<file path="src/rtl/core/yuv2rgb_pkg.sv">
package yuv2rgb_pkg;

   // Fraction bits of the chroma gain registers.
   localparam int COEF_FRAC_BITS = 16;

   localparam int PIX_W   = 8;
   localparam int COEF_W  = 18;
   localparam int FMT_W   = 2;
   localparam int CSR_DATA_W = 32;
   localparam int NUM_REGS   = 5;
   localparam int CSR_ADDR_W = $clog2(4 * NUM_REGS);
   localparam int REG_IDX_W  = CSR_ADDR_W - 2;

   // Gain times centered chroma: 19-bit signed gain by 8-bit signed chroma.
   localparam int PROD_W = COEF_W + 1 + PIX_W;
   localparam int BASE_W = PIX_W + COEF_FRAC_BITS;
   localparam int ACC_W  = ((BASE_W > (PROD_W - 1)) ? BASE_W : (PROD_W - 1)) + 2;
   localparam int QUOT_W = ACC_W - COEF_FRAC_BITS;

   // Pixel formats.
   localparam logic [FMT_W-1:0] FMT_YUYV = 2'd0;
   localparam logic [FMT_W-1:0] FMT_NV12 = 2'd1;
   localparam logic [FMT_W-1:0] FMT_NV21 = 2'd2;

   // Register indexes.
   localparam logic [REG_IDX_W-1:0] REG_PIXEL_FORMAT    = 3'd0;
   localparam logic [REG_IDX_W-1:0] REG_COEF_V_TO_RED   = 3'd1;
   localparam logic [REG_IDX_W-1:0] REG_COEF_U_TO_GREEN = 3'd2;
   localparam logic [REG_IDX_W-1:0] REG_COEF_V_TO_GREEN = 3'd3;
   localparam logic [REG_IDX_W-1:0] REG_COEF_U_TO_BLUE  = 3'd4;

   // Reset gains: 1.4075, 0.3455, 0.7169 and 1.779 in Q16.
   localparam logic [COEF_W-1:0] RST_COEF_V_TO_RED   = 18'd92242;
   localparam logic [COEF_W-1:0] RST_COEF_U_TO_GREEN = 18'd22643;
   localparam logic [COEF_W-1:0] RST_COEF_V_TO_GREEN = 18'd46983;
   localparam logic [COEF_W-1:0] RST_COEF_U_TO_BLUE  = 18'd116589;

   localparam logic [PIX_W-1:0] CHROMA_OFFSET = 8'd128;
   localparam logic [PIX_W-1:0] CHANNEL_MAX   = 8'd255;

   // One pixel on its way into the multipliers; chroma is already centered.
   typedef struct packed {
      logic [PIX_W-1:0] luma;
      logic [PIX_W-1:0] u;
      logic [PIX_W-1:0] v;
      logic             last;
   } pixel_type;

endpackage

</file>
<file path="src/rtl/core/yuv_to_rgb_converter_core.sv">
// An accepted item is registered in turn in stage 1, the chroma products, the channel
// accumulators and the clamped result. NV12 and NV21 items never raise busy; a YUYV item's
// two pixels share the single result port and busy stays high for the second one.
// The result port cannot be stalled; every result is shown for exactly one cycle.
// Reset is synchronous: it empties the pipeline, clears busy and loads the default
// format (YUYV) and the default BT.601 gains.
module yuv_to_rgb_converter_core (
   input  logic                                  clock,
   input  logic                                  reset,
   input  logic                                  start,
   output logic                                  busy,
   input  logic [yuv2rgb_pkg::PIX_W-1:0]         req_luma_a,
   input  logic [yuv2rgb_pkg::PIX_W-1:0]         req_chroma_first,
   input  logic [yuv2rgb_pkg::PIX_W-1:0]         req_luma_b,
   input  logic [yuv2rgb_pkg::PIX_W-1:0]         req_chroma_second,
   output logic                                  rsp_valid,
   output logic [yuv2rgb_pkg::PIX_W-1:0]         rsp_red,
   output logic [yuv2rgb_pkg::PIX_W-1:0]         rsp_green,
   output logic [yuv2rgb_pkg::PIX_W-1:0]         rsp_blue,
   output logic                                  rsp_last_pixel,
   input  logic                                  psel,
   input  logic                                  penable,
   input  logic                                  pwrite,
   input  logic [yuv2rgb_pkg::CSR_ADDR_W-1:0]    paddr,
   input  logic [yuv2rgb_pkg::CSR_DATA_W-1:0]    pwdata,
   output logic [yuv2rgb_pkg::CSR_DATA_W-1:0]    prdata,
   output logic                                  pready
);
   import yuv2rgb_pkg::*;

   // Configuration registers.
   logic [FMT_W-1:0]  fmt_ff;
   logic [COEF_W-1:0] coef_vr_ff;
   logic [COEF_W-1:0] coef_ug_ff;
   logic [COEF_W-1:0] coef_vg_ff;
   logic [COEF_W-1:0] coef_ub_ff;

   logic                 csr_write;
   logic [REG_IDX_W-1:0] csr_index;

   // Issue stage: the second YUYV pixel waits here while the first one moves into stage 1.
   logic      accept;
   logic      pend_valid_ff, pend_valid_in;
   pixel_type pend_ff, pend_in;

   // Stage 1: selected and centered pixel.
   logic      s1_valid_ff, s1_valid_in;
   pixel_type s1_ff, s1_in;

   // Stage 2: chroma products.
   logic                     s2_valid_ff;
   logic [PIX_W-1:0]         s2_luma_ff;
   logic                     s2_last_ff;
   logic signed [PROD_W-1:0] prod_vr_ff, prod_vr_in;
   logic signed [PROD_W-1:0] prod_ug_ff, prod_ug_in;
   logic signed [PROD_W-1:0] prod_vg_ff, prod_vg_in;
   logic signed [PROD_W-1:0] prod_ub_ff, prod_ub_in;

   // Stage 3: channel accumulators.
   logic                    s3_valid_ff;
   logic                    s3_last_ff;
   logic signed [ACC_W-1:0] acc_r_ff, acc_r_in;
   logic signed [ACC_W-1:0] acc_g_ff, acc_g_in;
   logic signed [ACC_W-1:0] acc_b_ff, acc_b_in;
   logic signed [ACC_W-1:0] base;

   // Stage 4: clamped result.
   logic             out_valid_ff;
   logic [PIX_W-1:0] out_red_ff, out_red_in;
   logic [PIX_W-1:0] out_green_ff, out_green_in;
   logic [PIX_W-1:0] out_blue_ff, out_blue_in;
   logic             out_last_ff;

   function automatic logic [PIX_W-1:0] clamp_channel(input logic signed [ACC_W-1:0] acc);
      logic [QUOT_W-1:0] quot;
      quot = acc[ACC_W-1:COEF_FRAC_BITS];
      if (acc[ACC_W-1]) begin
         return '0;
      end else if (quot > QUOT_W'(CHANNEL_MAX)) begin
         return CHANNEL_MAX;
      end else begin
         return quot[PIX_W-1:0];
      end
   endfunction

   // ---------------------------------------------------------------- CSR port
   assign pready    = 1'b1;
   assign csr_write = psel && penable && pwrite;
   assign csr_index = paddr[CSR_ADDR_W-1:2];

   always_comb begin
      case (csr_index)
         REG_PIXEL_FORMAT:    prdata = CSR_DATA_W'(fmt_ff);
         REG_COEF_V_TO_RED:   prdata = CSR_DATA_W'(coef_vr_ff);
         REG_COEF_U_TO_GREEN: prdata = CSR_DATA_W'(coef_ug_ff);
         REG_COEF_V_TO_GREEN: prdata = CSR_DATA_W'(coef_vg_ff);
         REG_COEF_U_TO_BLUE:  prdata = CSR_DATA_W'(coef_ub_ff);
         default:             prdata = '0;
      endcase
   end

   always_ff @(posedge clock) begin
      if (reset) begin
         fmt_ff     <= FMT_YUYV;
         coef_vr_ff <= RST_COEF_V_TO_RED;
         coef_ug_ff <= RST_COEF_U_TO_GREEN;
         coef_vg_ff <= RST_COEF_V_TO_GREEN;
         coef_ub_ff <= RST_COEF_U_TO_BLUE;
      end else if (csr_write) begin
         case (csr_index)
            REG_PIXEL_FORMAT:    fmt_ff     <= pwdata[FMT_W-1:0];
            REG_COEF_V_TO_RED:   coef_vr_ff <= pwdata[COEF_W-1:0];
            REG_COEF_U_TO_GREEN: coef_ug_ff <= pwdata[COEF_W-1:0];
            REG_COEF_V_TO_GREEN: coef_vg_ff <= pwdata[COEF_W-1:0];
            REG_COEF_U_TO_BLUE:  coef_ub_ff <= pwdata[COEF_W-1:0];
            default: ;
         endcase
      end
   end

   // ------------------------------------------------------------ issue stage
   assign busy   = pend_valid_ff;
   assign accept = start && !busy;

   always_comb begin
      pend_valid_in = 1'b0;
      pend_in       = pend_ff;
      s1_valid_in   = 1'b0;
      s1_in         = s1_ff;
      if (pend_valid_ff) begin
         s1_valid_in = 1'b1;
         s1_in       = pend_ff;
      end else if (accept) begin
         s1_valid_in = 1'b1;
         s1_in.luma  = req_luma_a;
         // Flipping the top bit subtracts 128 and leaves a signed byte.
         case (fmt_ff)
            FMT_YUYV: begin
               s1_in.u         = req_chroma_first ^ CHROMA_OFFSET;
               s1_in.v         = req_chroma_second ^ CHROMA_OFFSET;
               s1_in.last      = 1'b0;
               pend_valid_in   = 1'b1;
               pend_in.luma    = req_luma_b;
               pend_in.u       = req_chroma_first ^ CHROMA_OFFSET;
               pend_in.v       = req_chroma_second ^ CHROMA_OFFSET;
               pend_in.last    = 1'b1;
            end
            FMT_NV21: begin
               s1_in.u    = req_chroma_second ^ CHROMA_OFFSET;
               s1_in.v    = req_chroma_first ^ CHROMA_OFFSET;
               s1_in.last = 1'b1;
            end
            FMT_NV12: begin
               s1_in.u    = req_chroma_first ^ CHROMA_OFFSET;
               s1_in.v    = req_chroma_second ^ CHROMA_OFFSET;
               s1_in.last = 1'b1;
            end
            default: begin
               // The unused code reads the chroma pair as NV12 does.
               s1_in.u    = req_chroma_first ^ CHROMA_OFFSET;
               s1_in.v    = req_chroma_second ^ CHROMA_OFFSET;
               s1_in.last = 1'b1;
            end
         endcase
      end
   end

   // -------------------------------------------------------- datapath stages
   always_comb begin
      prod_vr_in = $signed({1'b0, coef_vr_ff}) * $signed(s1_ff.v);
      prod_ug_in = $signed({1'b0, coef_ug_ff}) * $signed(s1_ff.u);
      prod_vg_in = $signed({1'b0, coef_vg_ff}) * $signed(s1_ff.v);
      prod_ub_in = $signed({1'b0, coef_ub_ff}) * $signed(s1_ff.u);
   end

   always_comb begin
      base     = $signed({{(ACC_W - BASE_W){1'b0}}, s2_luma_ff, {COEF_FRAC_BITS{1'b0}}});
      acc_r_in = base + {{(ACC_W - PROD_W){prod_vr_ff[PROD_W-1]}}, prod_vr_ff};
      acc_g_in = base - {{(ACC_W - PROD_W){prod_ug_ff[PROD_W-1]}}, prod_ug_ff}
                      - {{(ACC_W - PROD_W){prod_vg_ff[PROD_W-1]}}, prod_vg_ff};
      acc_b_in = base + {{(ACC_W - PROD_W){prod_ub_ff[PROD_W-1]}}, prod_ub_ff};
   end

   always_comb begin
      out_red_in   = clamp_channel(acc_r_ff);
      out_green_in = clamp_channel(acc_g_ff);
      out_blue_in  = clamp_channel(acc_b_ff);
   end

   always_ff @(posedge clock) begin
      if (reset) begin
         pend_valid_ff <= 1'b0;
         s1_valid_ff   <= 1'b0;
         s2_valid_ff   <= 1'b0;
         s3_valid_ff   <= 1'b0;
         out_valid_ff  <= 1'b0;
      end else begin
         pend_valid_ff <= pend_valid_in;
         s1_valid_ff   <= s1_valid_in;
         s2_valid_ff   <= s1_valid_ff;
         s3_valid_ff   <= s2_valid_ff;
         out_valid_ff  <= s3_valid_ff;
      end
   end

   always_ff @(posedge clock) begin
      pend_ff      <= pend_in;
      s1_ff        <= s1_in;
      s2_luma_ff   <= s1_ff.luma;
      s2_last_ff   <= s1_ff.last;
      prod_vr_ff   <= prod_vr_in;
      prod_ug_ff   <= prod_ug_in;
      prod_vg_ff   <= prod_vg_in;
      prod_ub_ff   <= prod_ub_in;
      s3_last_ff   <= s2_last_ff;
      acc_r_ff     <= acc_r_in;
      acc_g_ff     <= acc_g_in;
      acc_b_ff     <= acc_b_in;
      out_last_ff  <= s3_last_ff;
      out_red_ff   <= out_red_in;
      out_green_ff <= out_green_in;
      out_blue_ff  <= out_blue_in;
   end

   assign rsp_valid      = out_valid_ff;
   assign rsp_red        = out_red_ff;
   assign rsp_green      = out_green_ff;
   assign rsp_blue       = out_blue_ff;
   assign rsp_last_pixel = out_last_ff;

`ifndef SYNTH
   // Busy is only ever raised by a YUYV transfer in the cycle before.
   a_busy_from_yuyv: assert property (@(posedge clock) disable iff (reset)
      busy |-> $past(accept && (fmt_ff == FMT_YUYV)))
      else $error("busy without a preceding YUYV transfer");

   // Every accepted item must show its first pixel on the result port.
   a_latency: assert property (@(posedge clock) disable iff (reset)
      accept |-> ##4 rsp_valid)
      else $error("result missing four cycles after a transfer");

   // The first pixel of a YUYV pair is followed at once by the final one.
   a_pair_complete: assert property (@(posedge clock) disable iff (reset)
      (rsp_valid && !rsp_last_pixel) |=> (rsp_valid && rsp_last_pixel))
      else $error("YUYV pair broken at the result port");
`endif

endmodule
</file>
<file path="config.mk">
export PLATFORM = sky130hd
export DESIGN_NAME = yuv_to_rgb_converter_core
export DESIGN_NICKNAME = d
export VERILOG_FILES = /design/src/rtl/core/yuv2rgb_pkg.sv /design/src/rtl/core/yuv_to_rgb_converter_core.sv
export SDC_FILE = /design/constraint.sdc
export NUM_CORES = 2
export LEC_CHECK = 0
export BUFFER_PORTS_ARGS = -buffer_cell sky130_fd_sc_hd__buf_2
export CORE_AREA = 2 2 406 247
export DETAILED_ROUTE_END_ITERATION = 10
export DIE_AREA = 0 0 408 249
export PLACE_DENSITY = 0.48
export SETUP_SLACK_MARGIN = 0.02
export SLEW_MARGIN = 20
export SYNTH_ARGS = -nofsm -noshare
export SYNTH_HDL_FRONTEND = slang
export SYNTH_SLANG_ARGS = --single-unit
</file>
<file path="constraint.sdc">
create_clock -name clock -period 10.5 [get_ports clock]
set_input_delay 1.05 -clock clock [delete_from_list [all_inputs] [get_ports clock]]
set_output_delay 1.05 -clock clock [all_outputs]
set_load 0.005 [all_outputs]
</file>
* Word level (Yosys, flattened, before mapping)
Cells that the tools add are included.
Cells by class: add/subtract/negate cells 4, order comparisons 3, multiply operators 4, reduce and logical (&&, ||, !) cells 14, eq/ne operators 5, multiplexer cells 10, bitwise operators 4
Operator list (count):
- multiplier 19 x 8 -> 27 bit | 4
- one-hot mux 18 bit (5 select lines) | 1
- adder 25 x 27 -> 28 bit | 2
- 2-to-1 mux 25 bit | 2
- greater-than comparator 12 x 8 -> 1 bit (second input constant) | 3
- one-hot mux 17 bit (2 select lines) | 1
- subtractor 25 x 27 -> 28 bit | 1
- subtractor 28 bit | 1
- 2-to-1 mux 8 bit | 3
- AND reduction 2 bit | 5
- equality test 3 x 2 -> 1 bit (second input constant) | 2
- NOT 1 bit | 4
- equality test 3 x 1 -> 1 bit (second input constant) | 1
- equality test 3 bit (second input constant) | 1
- logical AND 1 bit | 3
- logical NOT 3 bit | 1
- 2-to-1 mux 1 bit | 3
- AND reduction 3 bit | 1
- OR reduction 3 bit | 1
- equality test 2 bit (second input constant) | 1
- logical NOT 2 bit | 1
- nonzero test 2 bit | 1
- logical NOT 1 bit | 1
Storage, ports and cells: bits in registers 355, output and inout port bits 60, word-level logic and storage cells 75

* Logic depth before layout (Yosys ltp)
depth after elaboration 4, gate-level depth with buffers 20, mapped depth without buffers 19

* Worst setup path before layout
OpenSTA, ideal clock, no wires.
path kind flip-flop to flip-flop, from register s1_ff[16] in the netlist's numbering, to register prod_ug_ff[24], library setup time 0.120 ns, cell stages (with the launch flop) 19, arrival 4.785 ns, slack 5.595 ns, buffers on the path 1, path through edfxtp_1 clkinv_1 buf_1 fa_1 fa_1 inv_1 fa_1 inv_1 fa_1 inv_1 ha_1 o21a_1 o31a_1 o211ai_1 a21oi_1 o311a_1 a41oi_2 nand2_1 xor2_1
Between the ends: cells in the longest elaborated chain, start to end 1
RTL lines:
- start: declaration | RTL line yuv_to_rgb_converter_core.sv:48 | pixel_type s1_ff, s1_in;
- start signal: assignment | RTL line yuv_to_rgb_converter_core.sv:208 | s1_ff <= s1_in;
- multiplier 19 x 8 -> 27 bit | RTL line yuv_to_rgb_converter_core.sv:171 | prod_ug_in = $signed({1'b0, coef_ug_ff}) * $signed(s1_ff.u);
- net prod_ug_in[24] | RTL line yuv_to_rgb_converter_core.sv:55 | logic signed [PROD_W-1:0] prod_ug_ff, prod_ug_in;
- end signal: assignment | RTL line yuv_to_rgb_converter_core.sv:212 | prod_ug_ff <= prod_ug_in;
- end: declaration | RTL line yuv_to_rgb_converter_core.sv:55
The timed path passes the listed nets, and every way through them passes these cells. A chain may end at the register's enable or synchronous reset.

* Worst setup path after layout
from register s1_ff[8] in the netlist's numbering, to register prod_vg_ff[26]
Between the ends: cells in the longest elaborated chain, start to end 1
RTL lines:
- multiplier 19 x 8 -> 27 bit | RTL line yuv_to_rgb_converter_core.sv:172 | prod_vg_in = $signed({1'b0, coef_vg_ff}) * $signed(s1_ff.v);
- net prod_vg_in[26] | RTL line yuv_to_rgb_converter_core.sv:56 | logic signed [PROD_W-1:0] prod_vg_ff, prod_vg_in;
- end signal: assignment | RTL line yuv_to_rgb_converter_core.sv:213 | prod_vg_ff <= prod_vg_in;
- end: declaration | RTL line yuv_to_rgb_converter_core.sv:56
The timed path passes the listed nets, and every way through them passes these cells.

==> results_dict.tcl <==
set metrics [dict create \
    status "finished, final reports clean" \
    finalCritPeriodShare_pct 60.5 \
    hold_ws_ns 0.340 \
    fin_skew_ns 0.0307 \
    yosysUniqueCellTypes 74 \
    track_usage_pct 16.1 \
    wire_per_inst_um 17.9 \
    tightest_slew_ns 1.08 \
    peakVddDrop_uv 138 \
    grt_pass1_wl_um 127000 \
    setup-tns-final_ns 0 \
    cp_cell_sequence "buf_4 -> clkinv_1 -> buf_4 -> fa_1 -> fa_1 -> inv_1 -> fa_1 -> inv_1 -> fa_1 -> inv_1 -> ha_1 -> o21a_1 -> o21ai_1 -> a21oi_1 -> nor4b_1 -> o31ai_2 -> mux2i_1 -> a2111oi_2" \
    fin_crit_ns 6.35 \
    clk_root_buffer_cell "clkbuf_16" \
    clockBufferDepth 3 \
    setup_viol 0 \
    maxSlewHeadroom_pct 27.7 \
    drive_gt1_share_pct 6.30 \
    antenna_left 0 \
    rrSetupSlack_ns 4.15 \
    dieArea_um2 102000 \
    arrival_ns 6.78 \
    place_ws_ns 4.18 \
    ios 135 \
    synth-edff-count 49 \
    rows 89 \
    syn_area_per_cell_um2 9.09 \
    postCtsSetupRepairBufs 0 \
    drcViolationCount 0 \
    cts-resized-gates 0 \
    place_congestion 0.803 \
    grt_max_degree 80 \
    nNetsFinal 3992 \
    synth_area_um2 29100 \
    drt-total-wl_um 81500 \
    crit_required_ns 10.93 \
    synthFlopType "dfxtp_1" \
    start_kind "register" \
    rr_endpoint "prod_vg_ff[26]" \
    cts_sinks 275 \
    grt_overflow 0 \
    power.leakage_nw 15.6 \
    r2r_cells 18 \
    worst_slack_ns 4.15 \
    crit_type "reg -> reg" \
    cts_buffers 28 \
    end_kind "register" \
    die_h_um 249 \
    holdCritPathClass "reg -> reg" \
    synth_top_area_share_pct 27.1 \
    place_hpwl_um 64900 \
    drt_iter0_drc 1414 \
    numPortBuffers 103 \
    critPathLaunch "s1_ff[8]" \
    fmax_mhz 157 \
    start_util_pct 29.8 \
    htree_levels 1 \
    cap_violations 0 \
    grt_pass1_vias 20200 \
    clkTransAtPathRegs_ns 0.07 \
    r2r_start "s1_ff[8]" \
    seq_area_frac_synth_pct 20.6 \
    crit_slowest_cell "a2111oi_2" \
    syn_to_final_growth_pct 9.55 \
    async_flop_share_pct 0 \
    tritoncts "built" \
    die_x_um 408 \
    final_hold_viol_count 0 \
    antenna_found_initial 16 \
    firstDrtPassIters 5 \
    yosysTopAreaCell "fa_1" \
    yosys_warnings 0 \
    final_util_pct 32.7 \
    cp_slowest_stage_delay_ns 0.61 \
    slew_violations 0 \
    cp_common_cell "fa_1" \
    core_area_um2 97700 \
    clk_latency_ns 0.59 \
    p_total_mw 6.99 \
    worst-path-max-fanout 15 \
    synth-seq-cells 275 \
    viasPerCell 4.47 \
    crit_end "prod_vg_ff[26]" \
    syn_inst 3205 \
    rsz0062_at_grt "no" \
    synth.area.top_cells "fa_1 27%, dfxtp_1 16%, ha_1 13%" \
    pwr_density_cell_nw_per_um2 219 \
    holdBufCountCts 0 \
    num_vias 20400 \
]
-- worst max-delay path: cells and delay by family (launching register included) --
kind	cells	cell delay [ns]
DFF	1	0.32
AOI/OAI and AO/OA	5	1.36
buffers and inverters	6	1.40
adders and majority gates	5	2.40
muxes	1	0.15
and+or+nand+nor	1	0.55
-- cell usage after synthesis (4+ instances only) --
library cell    n
a21oi_1       104
nand2b_1       33
o211ai_1        4
a21o_1         24
or2_2           5
a211oi_1        8
a31oi_1         5
and4_1          5
edfxtp_1       49
ha_1          307
buf_1          19
nand2_1       326
nor2_1        153
nand3b_1       36
a22o_1         16
o31ai_1         4
o21ai_0        49
mux2i_1        21
or4_1           4
mux2_2          8
nor3_1         17
nand3_1        16
a21boi_0        8
o21a_1         13
xnor2_1        55
a221o_1        19
clkbuf_1      122
and2_1        391
xor2_1         28
and3_1         19
nor2b_1        19
inv_1         609
o21bai_1        8
dfxtp_1       226
buf_4          15
nor4_1          4
o21ai_1         6
fa_1          394
-- registers in the layout, indices dropped and copies added (netlist names), 18 cells and up --
signal	flops
coef_ug_ff	18
prod_vg_ff	27
s1_ff	25
prod_ug_ff	27
pend_ff	24
coef_vg_ff	18
coef_vr_ff	18
coef_ub_ff	18
-- stage by stage --
stage | cells | cell area (um^2)
2_1_floorplan | 3218 | 29200
3_3_place_gp | 4504 | 30900
3_5_place_dp | 4504 | 30900
4_1_cts | 4556 | 31900
5_1_grt | 4557 | 31900
6_report | 4562 | 31900
-- cells in the final DEF, fill, tap and decap left out, types with 19 or more instances in the layout --
| master | count |
|---|---|
| o21ai_0 | 49 |
| buf_2 | 103 |
| nor2b_1 | 19 |
| inv_1 | 609 |
| fa_1 | 394 |
| nand2_1 | 326 |
| a221o_1 | 19 |
| ha_1 | 307 |
| mux2i_1 | 21 |
| xnor2_1 | 55 |
| a21o_1 | 24 |
| edfxtp_1 | 49 |
| and3_1 | 19 |
| dfxtp_1 | 225 |
| xor2_1 | 28 |
| and2_1 | 391 |
| buf_4 | 23 |
| nor2_1 | 152 |
| nand2b_1 | 33 |
| clkbuf_16 | 28 |
| a21oi_1 | 104 |
| nand3b_1 | 36 |
-- cell families (layout without fill, tap and decap cells) --
group	count (synthesis)	after routing	share of synthesized area, %
adders and majority gates	701	701	40.3
DFF	275	275	20.6
xor gates and xnor gates	83	83	2.50
AOI/OAI and AO/OA	304	304	7.03
buffers and inverters	770	790	10.1
muxes	29	29	1.03
and+or+nand+nor	1041	1041	18.4
other	2	20	0.0258
-- worst min-delay path by stage --
stage,start,end,slack [ns],cells after the start
floorplan,s3_last_ff,rsp_last_pixel,0.31,0
global placement,s3_last_ff,rsp_last_pixel,0.32,0
detailed placement,s3_last_ff,rsp_last_pixel,0.31,0
CTS,s1_ff[21],s2_luma_ff[4],0.34,0
global route,s1_ff[0],s2_last_ff,0.35,0
finish,s1_ff[21],s2_luma_ff[4],0.34,0
-- final cells by class --
| class | count | area (um^2) |
|---|---|---|
| antenna | 5 | 12.5 |
| clock buffer | 29 | 704 |
| clock inverter | 23 | 304 |
| fill | 10300 | 65800 |
| inverter | 611 | 2290 |
| multi-input combinational | 2173 | 20200 |
| sequential | 275 | 6000 |
| tap | 1319 | 1650 |
| timing repair buffer | 127 | 708 |
-- power breakdown --
group | internal [mW] | switching, mW | total, mW
sequential | 1.39 | 0.110 | 1.50
clock | 0.644 | 0.466 | 1.11
combinational | 1.75 | 2.62 | 4.38
total | 3.79 | 3.20 | 6.99
-- metal layers --
| layer | up-vias | routed length, um | global-route usage, % |
|---|---|---|---|
| met5 | - | 108 | 0 |
| met4 | 16 | 889 | 1.69 |
| met3 | 64 | 7080 | 4.42 |
| met2 | 504 | 27600 | 19.6 |
| met1 | 9904 | 45800 | 27.5 |
| li1 | 9887 | - | - |
Power figures use the tool's default switching activity.
